File: config.mk
export PLATFORM = sky130hd
export DESIGN_NAME = ipid_sequence_tracker
export DESIGN_NICKNAME = d
export VERILOG_FILES = /design/src/rtl/core/ist_pkg.sv /design/src/rtl/core/ist_cell.sv /design/src/rtl/core/ipid_sequence_tracker.sv
export SDC_FILE = /design/constraint.sdc
export NUM_CORES = 2
export LEC_CHECK = 0
export BUFFER_PORTS_ARGS = -buffer_cell sky130_fd_sc_hd__buf_2
export CAP_MARGIN = 0
export CORE_MARGIN = 8
export CORE_UTILIZATION = 65
export DETAILED_ROUTE_END_ITERATION = 6
export PLACE_DENSITY = 0.82
export SLEW_MARGIN = 20
export SYNTH_ARGS = -nofsm -noshare
export SYNTH_HDL_FRONTEND = slang
export SYNTH_SLANG_ARGS = --single-unit
File: constraint.sdc
create_clock -name clk -period 12.9 [get_ports clk]
set_clock_uncertainty 0.2 [all_clocks]
set_input_delay 2.58 -clock clk [delete_from_list [all_inputs] [get_ports clk]]
set_output_delay 2.58 -clock clk [all_outputs]
set_load 0.03 [all_outputs]
File: src/rtl/core/ist_pkg.sv
`timescale 1ns / 1ps
`default_nettype none
// ----------------------------------------------------------------------------
// IPID sequence tracker package
// Shared constants, register indexes, sequencer states and the structures
// that travel along the row of sequence cells.
// ----------------------------------------------------------------------------
package ist_pkg;

    localparam int SLOTS_DEFAULT = 16;

    localparam int IPID_W  = 16;
    localparam int STAMP_W = 32;
    localparam int GAP_W   = 16;
    localparam int TIME_W  = 32;
    localparam int CFG_W   = 32;
    localparam int MASK_W  = 16;
    localparam int SLOT_W  = 4;
    localparam int USED_W  = 5;

    localparam logic [GAP_W-1:0]  GAP_LIMIT_RESET  = GAP_W'(64);
    localparam logic [TIME_W-1:0] TIME_LIMIT_RESET = TIME_W'(300);

    // 15-bit modular IPID distance
    localparam logic [IPID_W-1:0] GAP_MOD_MASK = IPID_W'(32767);

    typedef enum logic [0:0] {
        REG_GAP_LIMIT  = 1'b0,
        REG_TIME_LIMIT = 1'b1
    } ist_reg_idx_t;

    typedef enum logic [0:0] {
        ST_IDLE  = 1'b0,
        ST_SWEEP = 1'b1
    } ist_state_t;

    // Packet probe handed from cell to cell
    typedef struct packed {
        logic               live;
        logic [IPID_W-1:0]  ipid;
        logic [STAMP_W-1:0] stamp;
        logic               hit;
        logic               free_found;
    } ist_probe_t;

    // Broadcast that opens a new sequence in the claimed cell
    typedef struct packed {
        logic               en;
        logic [IPID_W-1:0]  ipid;
        logic [STAMP_W-1:0] stamp;
    } ist_open_t;

endpackage
`default_nettype wire

File: src/rtl/core/ist_cell.sv
`timescale 1ns / 1ps
`default_nettype none
// ----------------------------------------------------------------------------
// IPID sequence cell
// Holds one sequence slot, tests the passing probe against it and hands the
// probe on to the next cell through a register.
// ----------------------------------------------------------------------------
module ist_cell #(
    parameter int CELL_ID = 0,
    parameter int IDX_W   = 4
) (
    input  wire logic                          clk,
    input  wire logic                          rst_n,
    input  wire logic [ist_pkg::GAP_W-1:0]     gap_limit,
    input  wire logic [ist_pkg::TIME_W-1:0]    time_limit,
    input  wire ist_pkg::ist_probe_t           probe_in,
    input  wire logic [IDX_W-1:0]              free_idx_in,
    output      ist_pkg::ist_probe_t           probe_out,
    output      logic [IDX_W-1:0]              free_idx_out,
    input  wire ist_pkg::ist_open_t            open_cmd,
    input  wire logic [IDX_W-1:0]              open_idx,
    output      logic                          match
);

    localparam logic [IDX_W-1:0] MY_IDX = IDX_W'(CELL_ID);

    logic                           valid_reg;
    logic [ist_pkg::IPID_W-1:0]     last_ipid_reg;
    logic [ist_pkg::STAMP_W-1:0]    last_stamp_reg;
    logic                           live_reg;
    ist_pkg::ist_probe_t            probe_reg;
    ist_pkg::ist_probe_t            probe_next;
    logic [IDX_W-1:0]               free_idx_reg;
    logic [IDX_W-1:0]               free_idx_next;
    logic                           match_reg;

    logic [ist_pkg::IPID_W-1:0]     gap;
    logic [ist_pkg::STAMP_W-1:0]    dt;
    logic                           gap_ok;
    logic                           time_ok;
    logic                           accept;
    logic                           opening;

    always_comb
    begin
        gap     = (probe_in.ipid - last_ipid_reg) & ist_pkg::GAP_MOD_MASK;
        dt      = probe_in.stamp - last_stamp_reg;
        gap_ok  = gap < gap_limit;
        time_ok = (probe_in.stamp >= last_stamp_reg) && (dt < time_limit);
        accept  = probe_in.live && valid_reg && gap_ok && time_ok;
        opening = open_cmd.en && (open_idx == MY_IDX);

        probe_next     = probe_in;
        probe_next.hit = probe_in.hit | accept;
        free_idx_next  = free_idx_in;
        // The first free slot along the row claims the probe.
        if (probe_in.live && !valid_reg && !probe_in.free_found)
        begin
            probe_next.free_found = 1'b1;
            free_idx_next         = MY_IDX;
        end
    end

    always_ff @(posedge clk or negedge rst_n)
    begin
        if (!rst_n)
        begin
            valid_reg <= 1'b0;
            live_reg  <= 1'b0;
        end
        else
        begin
            live_reg <= probe_in.live;
            if (opening)
            begin
                valid_reg <= 1'b1;
            end
        end
    end

    always_ff @(posedge clk)
    begin
        probe_reg    <= probe_next;
        free_idx_reg <= free_idx_next;
        if (probe_in.live)
        begin
            match_reg <= accept;
        end
        if (accept)
        begin
            last_ipid_reg  <= probe_in.ipid;
            last_stamp_reg <= probe_in.stamp;
        end
        else if (opening)
        begin
            last_ipid_reg  <= open_cmd.ipid;
            last_stamp_reg <= open_cmd.stamp;
        end
    end

    always_comb
    begin
        probe_out      = probe_reg;
        probe_out.live = live_reg;
    end

    assign free_idx_out = free_idx_reg;
    assign match        = match_reg;

endmodule
`default_nettype wire

File: src/rtl/core/ipid_sequence_tracker.sv
`timescale 1ns / 1ps
`default_nettype none
// ----------------------------------------------------------------------------
// IPID sequence tracker
// Groups packets into IP identification sequences held in a row of cells.
// ----------------------------------------------------------------------------
// Usage: a packet transaction (ipid, stamp) is taken at a rising edge where
// start is high and busy is low. The packet then walks along a row of SLOTS
// sequence cells, one cell per cycle; each cell compares it with its own
// last IPID and timestamp and, when it accepts, takes the packet's values.
// The probe also notes the lowest free slot it passed. When it leaves the
// last cell the sequencer decides: if no sequence accepted and a slot is
// free, that slot is opened by a broadcast to the row; if none is free,
// table_full is raised. The result transaction (match_mask, opened,
// new_slot, table_full, slots_used) is shown for one cycle under done.
// done is registered from the probe leaving the last cell and busy falls
// with it; no new packet is taken before then. The receiver cannot stall;
// results are simply presented once. Configuration (gap_limit, time_limit)
// is written through cfg_wr_en, cfg_index and cfg_wdata; the user must
// write it only while the block is idle, which it does not enforce. Reset
// closes every slot, clears the open count and restores the limits to 64 and 300.
// ----------------------------------------------------------------------------
module ipid_sequence_tracker #(
    parameter int SLOTS = ist_pkg::SLOTS_DEFAULT
) (
    input  wire logic                          clk,
    input  wire logic                          rst_n,
    input  wire logic                          cfg_wr_en,
    input  wire ist_pkg::ist_reg_idx_t         cfg_index,
    input  wire logic [ist_pkg::CFG_W-1:0]     cfg_wdata,
    input  wire logic                          start,
    output      logic                          busy,
    input  wire logic [ist_pkg::IPID_W-1:0]    ipid,
    input  wire logic [ist_pkg::STAMP_W-1:0]   stamp,
    output      logic                          done,
    output      logic [ist_pkg::MASK_W-1:0]    match_mask,
    output      logic                          opened,
    output      logic [ist_pkg::SLOT_W-1:0]    new_slot,
    output      logic                          table_full,
    output      logic [ist_pkg::USED_W-1:0]    slots_used
);

    localparam int IDX_W = (SLOTS > 1) ? $clog2(SLOTS) : 1;
    localparam int CNT_W = $clog2(SLOTS + 1);

    // Configuration registers
    logic [ist_pkg::GAP_W-1:0]  gap_limit_reg;
    logic [ist_pkg::TIME_W-1:0] time_limit_reg;

    always_ff @(posedge clk or negedge rst_n)
    begin
        if (!rst_n)
        begin
            gap_limit_reg  <= ist_pkg::GAP_LIMIT_RESET;
            time_limit_reg <= ist_pkg::TIME_LIMIT_RESET;
        end
        else if (cfg_wr_en)
        begin
            unique case (cfg_index)
                ist_pkg::REG_GAP_LIMIT:  gap_limit_reg  <= ist_pkg::GAP_W'(cfg_wdata);
                ist_pkg::REG_TIME_LIMIT: time_limit_reg <= ist_pkg::TIME_W'(cfg_wdata);
                default:                 ;
            endcase
        end
    end

    // Sequencer: idle, or a probe is walking the row.
    ist_pkg::ist_state_t state_reg;
    ist_pkg::ist_state_t state_next;
    logic                take;

    ist_pkg::ist_probe_t probe   [SLOTS+1];
    logic [IDX_W-1:0]    free_idx[SLOTS+1];
    logic [SLOTS-1:0]    match_vec;
    ist_pkg::ist_open_t  open_cmd;
    ist_pkg::ist_probe_t tail;

    assign tail = probe[SLOTS];

    always_comb
    begin
        state_next = state_reg;
        take       = 1'b0;
        unique case (state_reg)
            ist_pkg::ST_IDLE:
            begin
                if (start)
                begin
                    take       = 1'b1;
                    state_next = ist_pkg::ST_SWEEP;
                end
            end
            ist_pkg::ST_SWEEP:
            begin
                if (tail.live)
                begin
                    state_next = ist_pkg::ST_IDLE;
                end
            end
            default: state_next = ist_pkg::ST_IDLE;
        endcase
    end

    always_ff @(posedge clk or negedge rst_n)
    begin
        if (!rst_n)
        begin
            state_reg <= ist_pkg::ST_IDLE;
        end
        else
        begin
            state_reg <= state_next;
        end
    end

    assign busy = (state_reg == ist_pkg::ST_SWEEP);

    // Probe entering the first cell
    always_comb
    begin
        probe[0].live       = take;
        probe[0].ipid       = ipid;
        probe[0].stamp      = stamp;
        probe[0].hit        = 1'b0;
        probe[0].free_found = 1'b0;
        free_idx[0]         = '0;
    end

    // A new sequence is opened when nothing accepted and a free slot was seen.
    always_comb
    begin
        open_cmd.en    = tail.live && !tail.hit && tail.free_found;
        open_cmd.ipid  = tail.ipid;
        open_cmd.stamp = tail.stamp;
    end

    for (genvar i = 0; i < SLOTS; i++)
    begin : g_cell
        ist_cell #(
            .CELL_ID (i),
            .IDX_W   (IDX_W)
        ) u_cell (
            .clk          (clk),
            .rst_n        (rst_n),
            .gap_limit    (gap_limit_reg),
            .time_limit   (time_limit_reg),
            .probe_in     (probe[i]),
            .free_idx_in  (free_idx[i]),
            .probe_out    (probe[i+1]),
            .free_idx_out (free_idx[i+1]),
            .open_cmd     (open_cmd),
            .open_idx     (free_idx[SLOTS]),
            .match        (match_vec[i])
        );
    end

    // Open count and result registers
    logic [CNT_W-1:0]           count_reg;
    logic [CNT_W-1:0]           count_next;
    logic                       done_reg;
    logic [ist_pkg::MASK_W-1:0] mask_reg;
    logic                       opened_reg;
    logic [ist_pkg::SLOT_W-1:0] new_slot_reg;
    logic                       full_reg;

    always_comb
    begin
        count_next = count_reg + CNT_W'(open_cmd.en);
    end

    always_ff @(posedge clk or negedge rst_n)
    begin
        if (!rst_n)
        begin
            count_reg <= '0;
            done_reg  <= 1'b0;
        end
        else
        begin
            count_reg <= count_next;
            done_reg  <= tail.live;
        end
    end

    // Every cell has seen the probe by the time it leaves the row, so the
    // match bits are settled here. Slots from index sixteen up do not appear.
    always_ff @(posedge clk)
    begin
        if (tail.live)
        begin
            mask_reg     <= (tail.hit) ? ist_pkg::MASK_W'(match_vec) : '0;
            opened_reg   <= open_cmd.en;
            new_slot_reg <= open_cmd.en ? ist_pkg::SLOT_W'(free_idx[SLOTS]) : '0;
            full_reg     <= !tail.hit && !tail.free_found;
        end
    end

    assign done       = done_reg;
    assign match_mask = mask_reg;
    assign opened     = opened_reg;
    assign new_slot   = new_slot_reg;
    assign table_full = full_reg;
    assign slots_used = ist_pkg::USED_W'(count_reg);

endmodule
`default_nettype wire

==> flow_summary_export.csv <==
group,metric,value,unit
routing,drt_pre_antenna_iters,7,
routing,routed_via_density,6.23,
placement,placed_area,108000,um2
logic_synthesis,syn_inst,9942,
finish,largest_reg_flops,784,
pwr,pwr-share-clk,37.8,%
setup_path,worst_r2r_startpoint,"g_cell[4].u_cell.probe_out[2]",
logic_synthesis,syn_avg_cell_area,10.5,um2
pwr,leakagePower,51.0,nW
logic_synthesis,syn-num-nets,11500,
placement,hpwl,225000,um
floorplanning,die-area,174000,um2
logic_synthesis,ys_types,89,
routing,wire_per_inst,23.4,um
finish,syn_to_final_growth,9.36,%
clock_tree,clockBufferDepth,3,
floorplanning,num_rows,147,
logic_synthesis,async_flop_share,5.09,%
setup_path,start_kind,"input pin",
clock_tree,clockRootBuffer,"clkbuf_16",
clock_tree,cts_max_level,4,
run,drv_cap,0,
status,failed_checks,"design-rule violations",
timing,setup_viol,0,
setup_path,path_class,"in -> reg",
timing,tightest_slew,1.23,ns
pwr,power-per-cell-area,123,nW/um2
setup_path,crit_start,"ipid[0]",
pwr,switchingPower,4.05,mW
placement,pre_cts_ws,3.51,ns
timing,finalMaxSlewViolations,0,
timing,setup_ws,3.98,ns
logic_synthesis,ys_ff_latch,1710,
placement,gp_congestion,0.971,
logic_synthesis,yosys_warnings,0,
pwr,p_int,10.0,mW
clock_tree,cts.sinks,1710,
routing,vias,78000,
timing,setup_tns,0,ns
setup_path,endpoint,"g_cell[0].u_cell.last_stamp_reg[6]",
clock_tree,ctsHoldBuffers,0,
global_route,grt_max_degree,51,
logic_synthesis,netlist_area,105000,um2
finish,final_cell_area,114000,um2
logic_synthesis,synth_edf_count,790,
logic_synthesis,yosysTopAreaCell,"edfxtp_1",
setup_path,cp.arrival,9.17,ns
setup_path,r2r_slack,4.72,ns
timing,max_freq,112,MHz
timing,rsz0062_at_grt,"false",
timing,max_slew_margin,17.9,%
routing,drt_iter0_drc,6266,
floorplanning,core,160000,um2
floorplanning,io_pins,114,
clock_tree,cts_resized,0,
routing,wl,292000,um
pwr,pwr-share-comb,18.9,%
floorplanning,fp.dieW,417,um
placement,numPortBuffers,112,
global_route,grt_pass1_wl,440000,um
pwr,p_total,14.1,mW
global_route,grt-ovfl-total,0,
floorplanning,initial_core_util,65.3,%
setup_path,r2r_cells,24,
floorplanning,dieHeight,417,um
logic_synthesis,synth_top_cell_area_share,22.7,%
setup_path,r2r_end,"g_cell[5].u_cell.last_stamp_reg[2]",
global_route,grt_pass1_vias,78100,
setup_path,cp-end-kind,"flop",
setup_path,crit_required,13.15,ns
routing,postRouteAntennaNets,0,
routing,drc,2,
timing,final.min_clock_period,8.92,ns
logic_synthesis,ys_seq_area_share,40.7,%
finish,nFillCells,11500,
logic_synthesis,synthFlopType,"dfxtp_1",
pwr,switching_share,28.8,%
clock_tree,post_cts_buffers,0,
clock_tree,worst_setup_hold_path_clk_slew,0.06,ns
clock_tree,cts_tree,"built",
pwr,ir_worst_vdd,0.000134,V
global_route,antenna_found_initial,27,
worst_hold_path,hold_depth,0,
global_route,grt_use_total,32.5,%
worst_hold_path,hp-class,"reg -> reg",
timing,hold_viol_final,0,
setup_path,worstPathMaxFanout,49,
clock_tree,cts-buffers-inserted,182,
status,outcome,"finished with violations",
timing,fin_crit_sh,69.1,%
pwr,seq_power_share,43.3,%
finish,num-nets-final,11700,
finish,drive_above_1_share,13.4,%
clock_tree,clock_latency,0.84,ns
logic_synthesis,yosys-top-cells-area,"edfxtp_1, ha_1, dfxtp_1",
==> worst min path at each step <==
stage,from,end
after detailed placement,g_cell[11].u_cell.probe_out[34],g_cell[12].u_cell.probe_out[34]
after CTS,g_cell[7].u_cell.probe_out[45],g_cell[8].u_cell.probe_out[45]
after global routing,g_cell[7].u_cell.probe_out[46],g_cell[8].u_cell.probe_out[46]
after global placement,g_cell[11].u_cell.probe_out[34],g_cell[12].u_cell.probe_out[34]
after floorplan,g_cell[11].u_cell.probe_out[2],g_cell[12].u_cell.probe_out[2]
final,g_cell[7].u_cell.probe_out[45],g_cell[8].u_cell.probe_out[45]
==> cell type report <==
class / instances / area, um2 / share of cell area [%]
multi-input cells: 7022 / 57600 / 50.4
flip-flops and latches: 1710 / 42600 / 37.3
clock buffers: 247 / 5090 / 4.46
inverters: 1032 / 3870 / 3.39
well taps: 2160 / 2700 / 2.36
repair buffers: 226 / 1420 / 1.24
clock inverters: 97 / 1020 / 0.891
diodes: 13 / 32.5 / 0.0285
==> critical path: stages <==
cell and delay, ns:
buf_2 0.11, inv_1 0.05, ha_1 0.16, inv_1 0.06
fa_1 0.40, a21o_1 0.18, a21oi_1 0.24, o21ai_0 0.16
a21oi_1 0.24, o21bai_1 0.11, a21oi_1 0.23, o21ai_0 0.17
or4_1 0.45, a31o_2 0.26, a21oi_1 0.18, xnor2_1 0.16
ha_1 0.28, a21oi_1 0.81, o221ai_1 0.28, a211oi_1 0.35
nand4_1 0.14, a21oi_1 0.26, o21ai_4 0.08, buf_4 0.40
o21ai_4 0.13, buf_4 0.63
==> Yosys cell counts, types with 171 or more instances <==
| cell type | n |
|---|---|
| a21o_1 | 415 |
| a21oi_1 | 720 |
| dfxtp_1 | 833 |
| edfxtp_1 | 790 |
| ha_1 | 1458 |
| inv_1 | 1032 |
| mux2_2 | 732 |
| nand2_1 | 351 |
| nand2b_1 | 171 |
| nor2_1 | 411 |
| o21ai_0 | 459 |
| xnor2_1 | 464 |
| xor2_1 | 178 |
==> power groups by stage <==
| stage | registers (mW) | logic (mW) | clock network (mW) |
|---|---|---|---|
| after floorplan | 6.09 | 1.78 | 0 |
| after global placement | 6.18 | 2.48 | 0 |
| after detailed placement | 6.19 | 2.60 | 0 |
| after CTS | 6.08 | 2.62 | 5.37 |
| after global routing | 6.11 | 2.93 | 5.59 |
| final | 6.09 | 2.66 | 5.32 |
==> cells by family after synthesis <==
kind of cell / after synthesis / share of synthesized area (%)
compound gates: 2335 / 14.2
xor+xnor: 642 / 5.38
fa+ha+maj: 1490 / 18.1
buf+inv: 1210 / 4.49
flops: 1710 / 40.7
mux: 787 / 8.48
simple gates: 1768 / 8.64
==> routing by layer <==
metal	vias to the layer above	GRT usage (%)	wire [um]
met2	2946	54.4	136000
met1	37700	40.6	117000
met5	-	0	60
li1	36500	-	-
met4	8	17.6	17500
met3	804	4.78	21600
==> layout by cell type, fill, tap and decap left out, drive strengths merged, types with 20 or more instances in the layout <==
cell type,synthesis,final
a2111oi,28,28
a211oi,57,57
a21boi,74,74
a21o,415,415
a21oi,721,721
a311oi,39,39
a31o,28,28
a31oi,39,39
and2,48,48
and3,39,39
and4,20,20
buf,89,226
clkbuf,89,247
clkinv,0,66
dfrtp,82,82
dfxtp,833,833
edfxtp,790,790
fa,32,32
ha,1458,1458
inv,1032,1039
mux2,786,786
nand2,351,351
nand2b,171,171
nand3,108,108
nand4,144,144
nor2,411,411
nor2b,153,153
nor3,145,145
nor4,24,24
o211ai,36,36
o21a,97,97
o21ai,481,481
o21bai,123,123
o31ai,30,30
o41ai,26,26
or2,57,57
or3,37,37
or4,24,24
xnor2,464,464
xor2,178,178
==> through the flow <==
stage          std cells  utilization, %  hold WS [ns]
6_report           12500            71.4         0.160
3_5_place_dp       12200            67.5         0.159
2_1_floorplan       9942               -         0.146
3_3_place_gp       12200            67.5         0.157
4_1_cts            12500            71.3         0.163
5_1_grt            12500            71.4         0.164
Note: power is estimated with default switching activity, not from simulation.
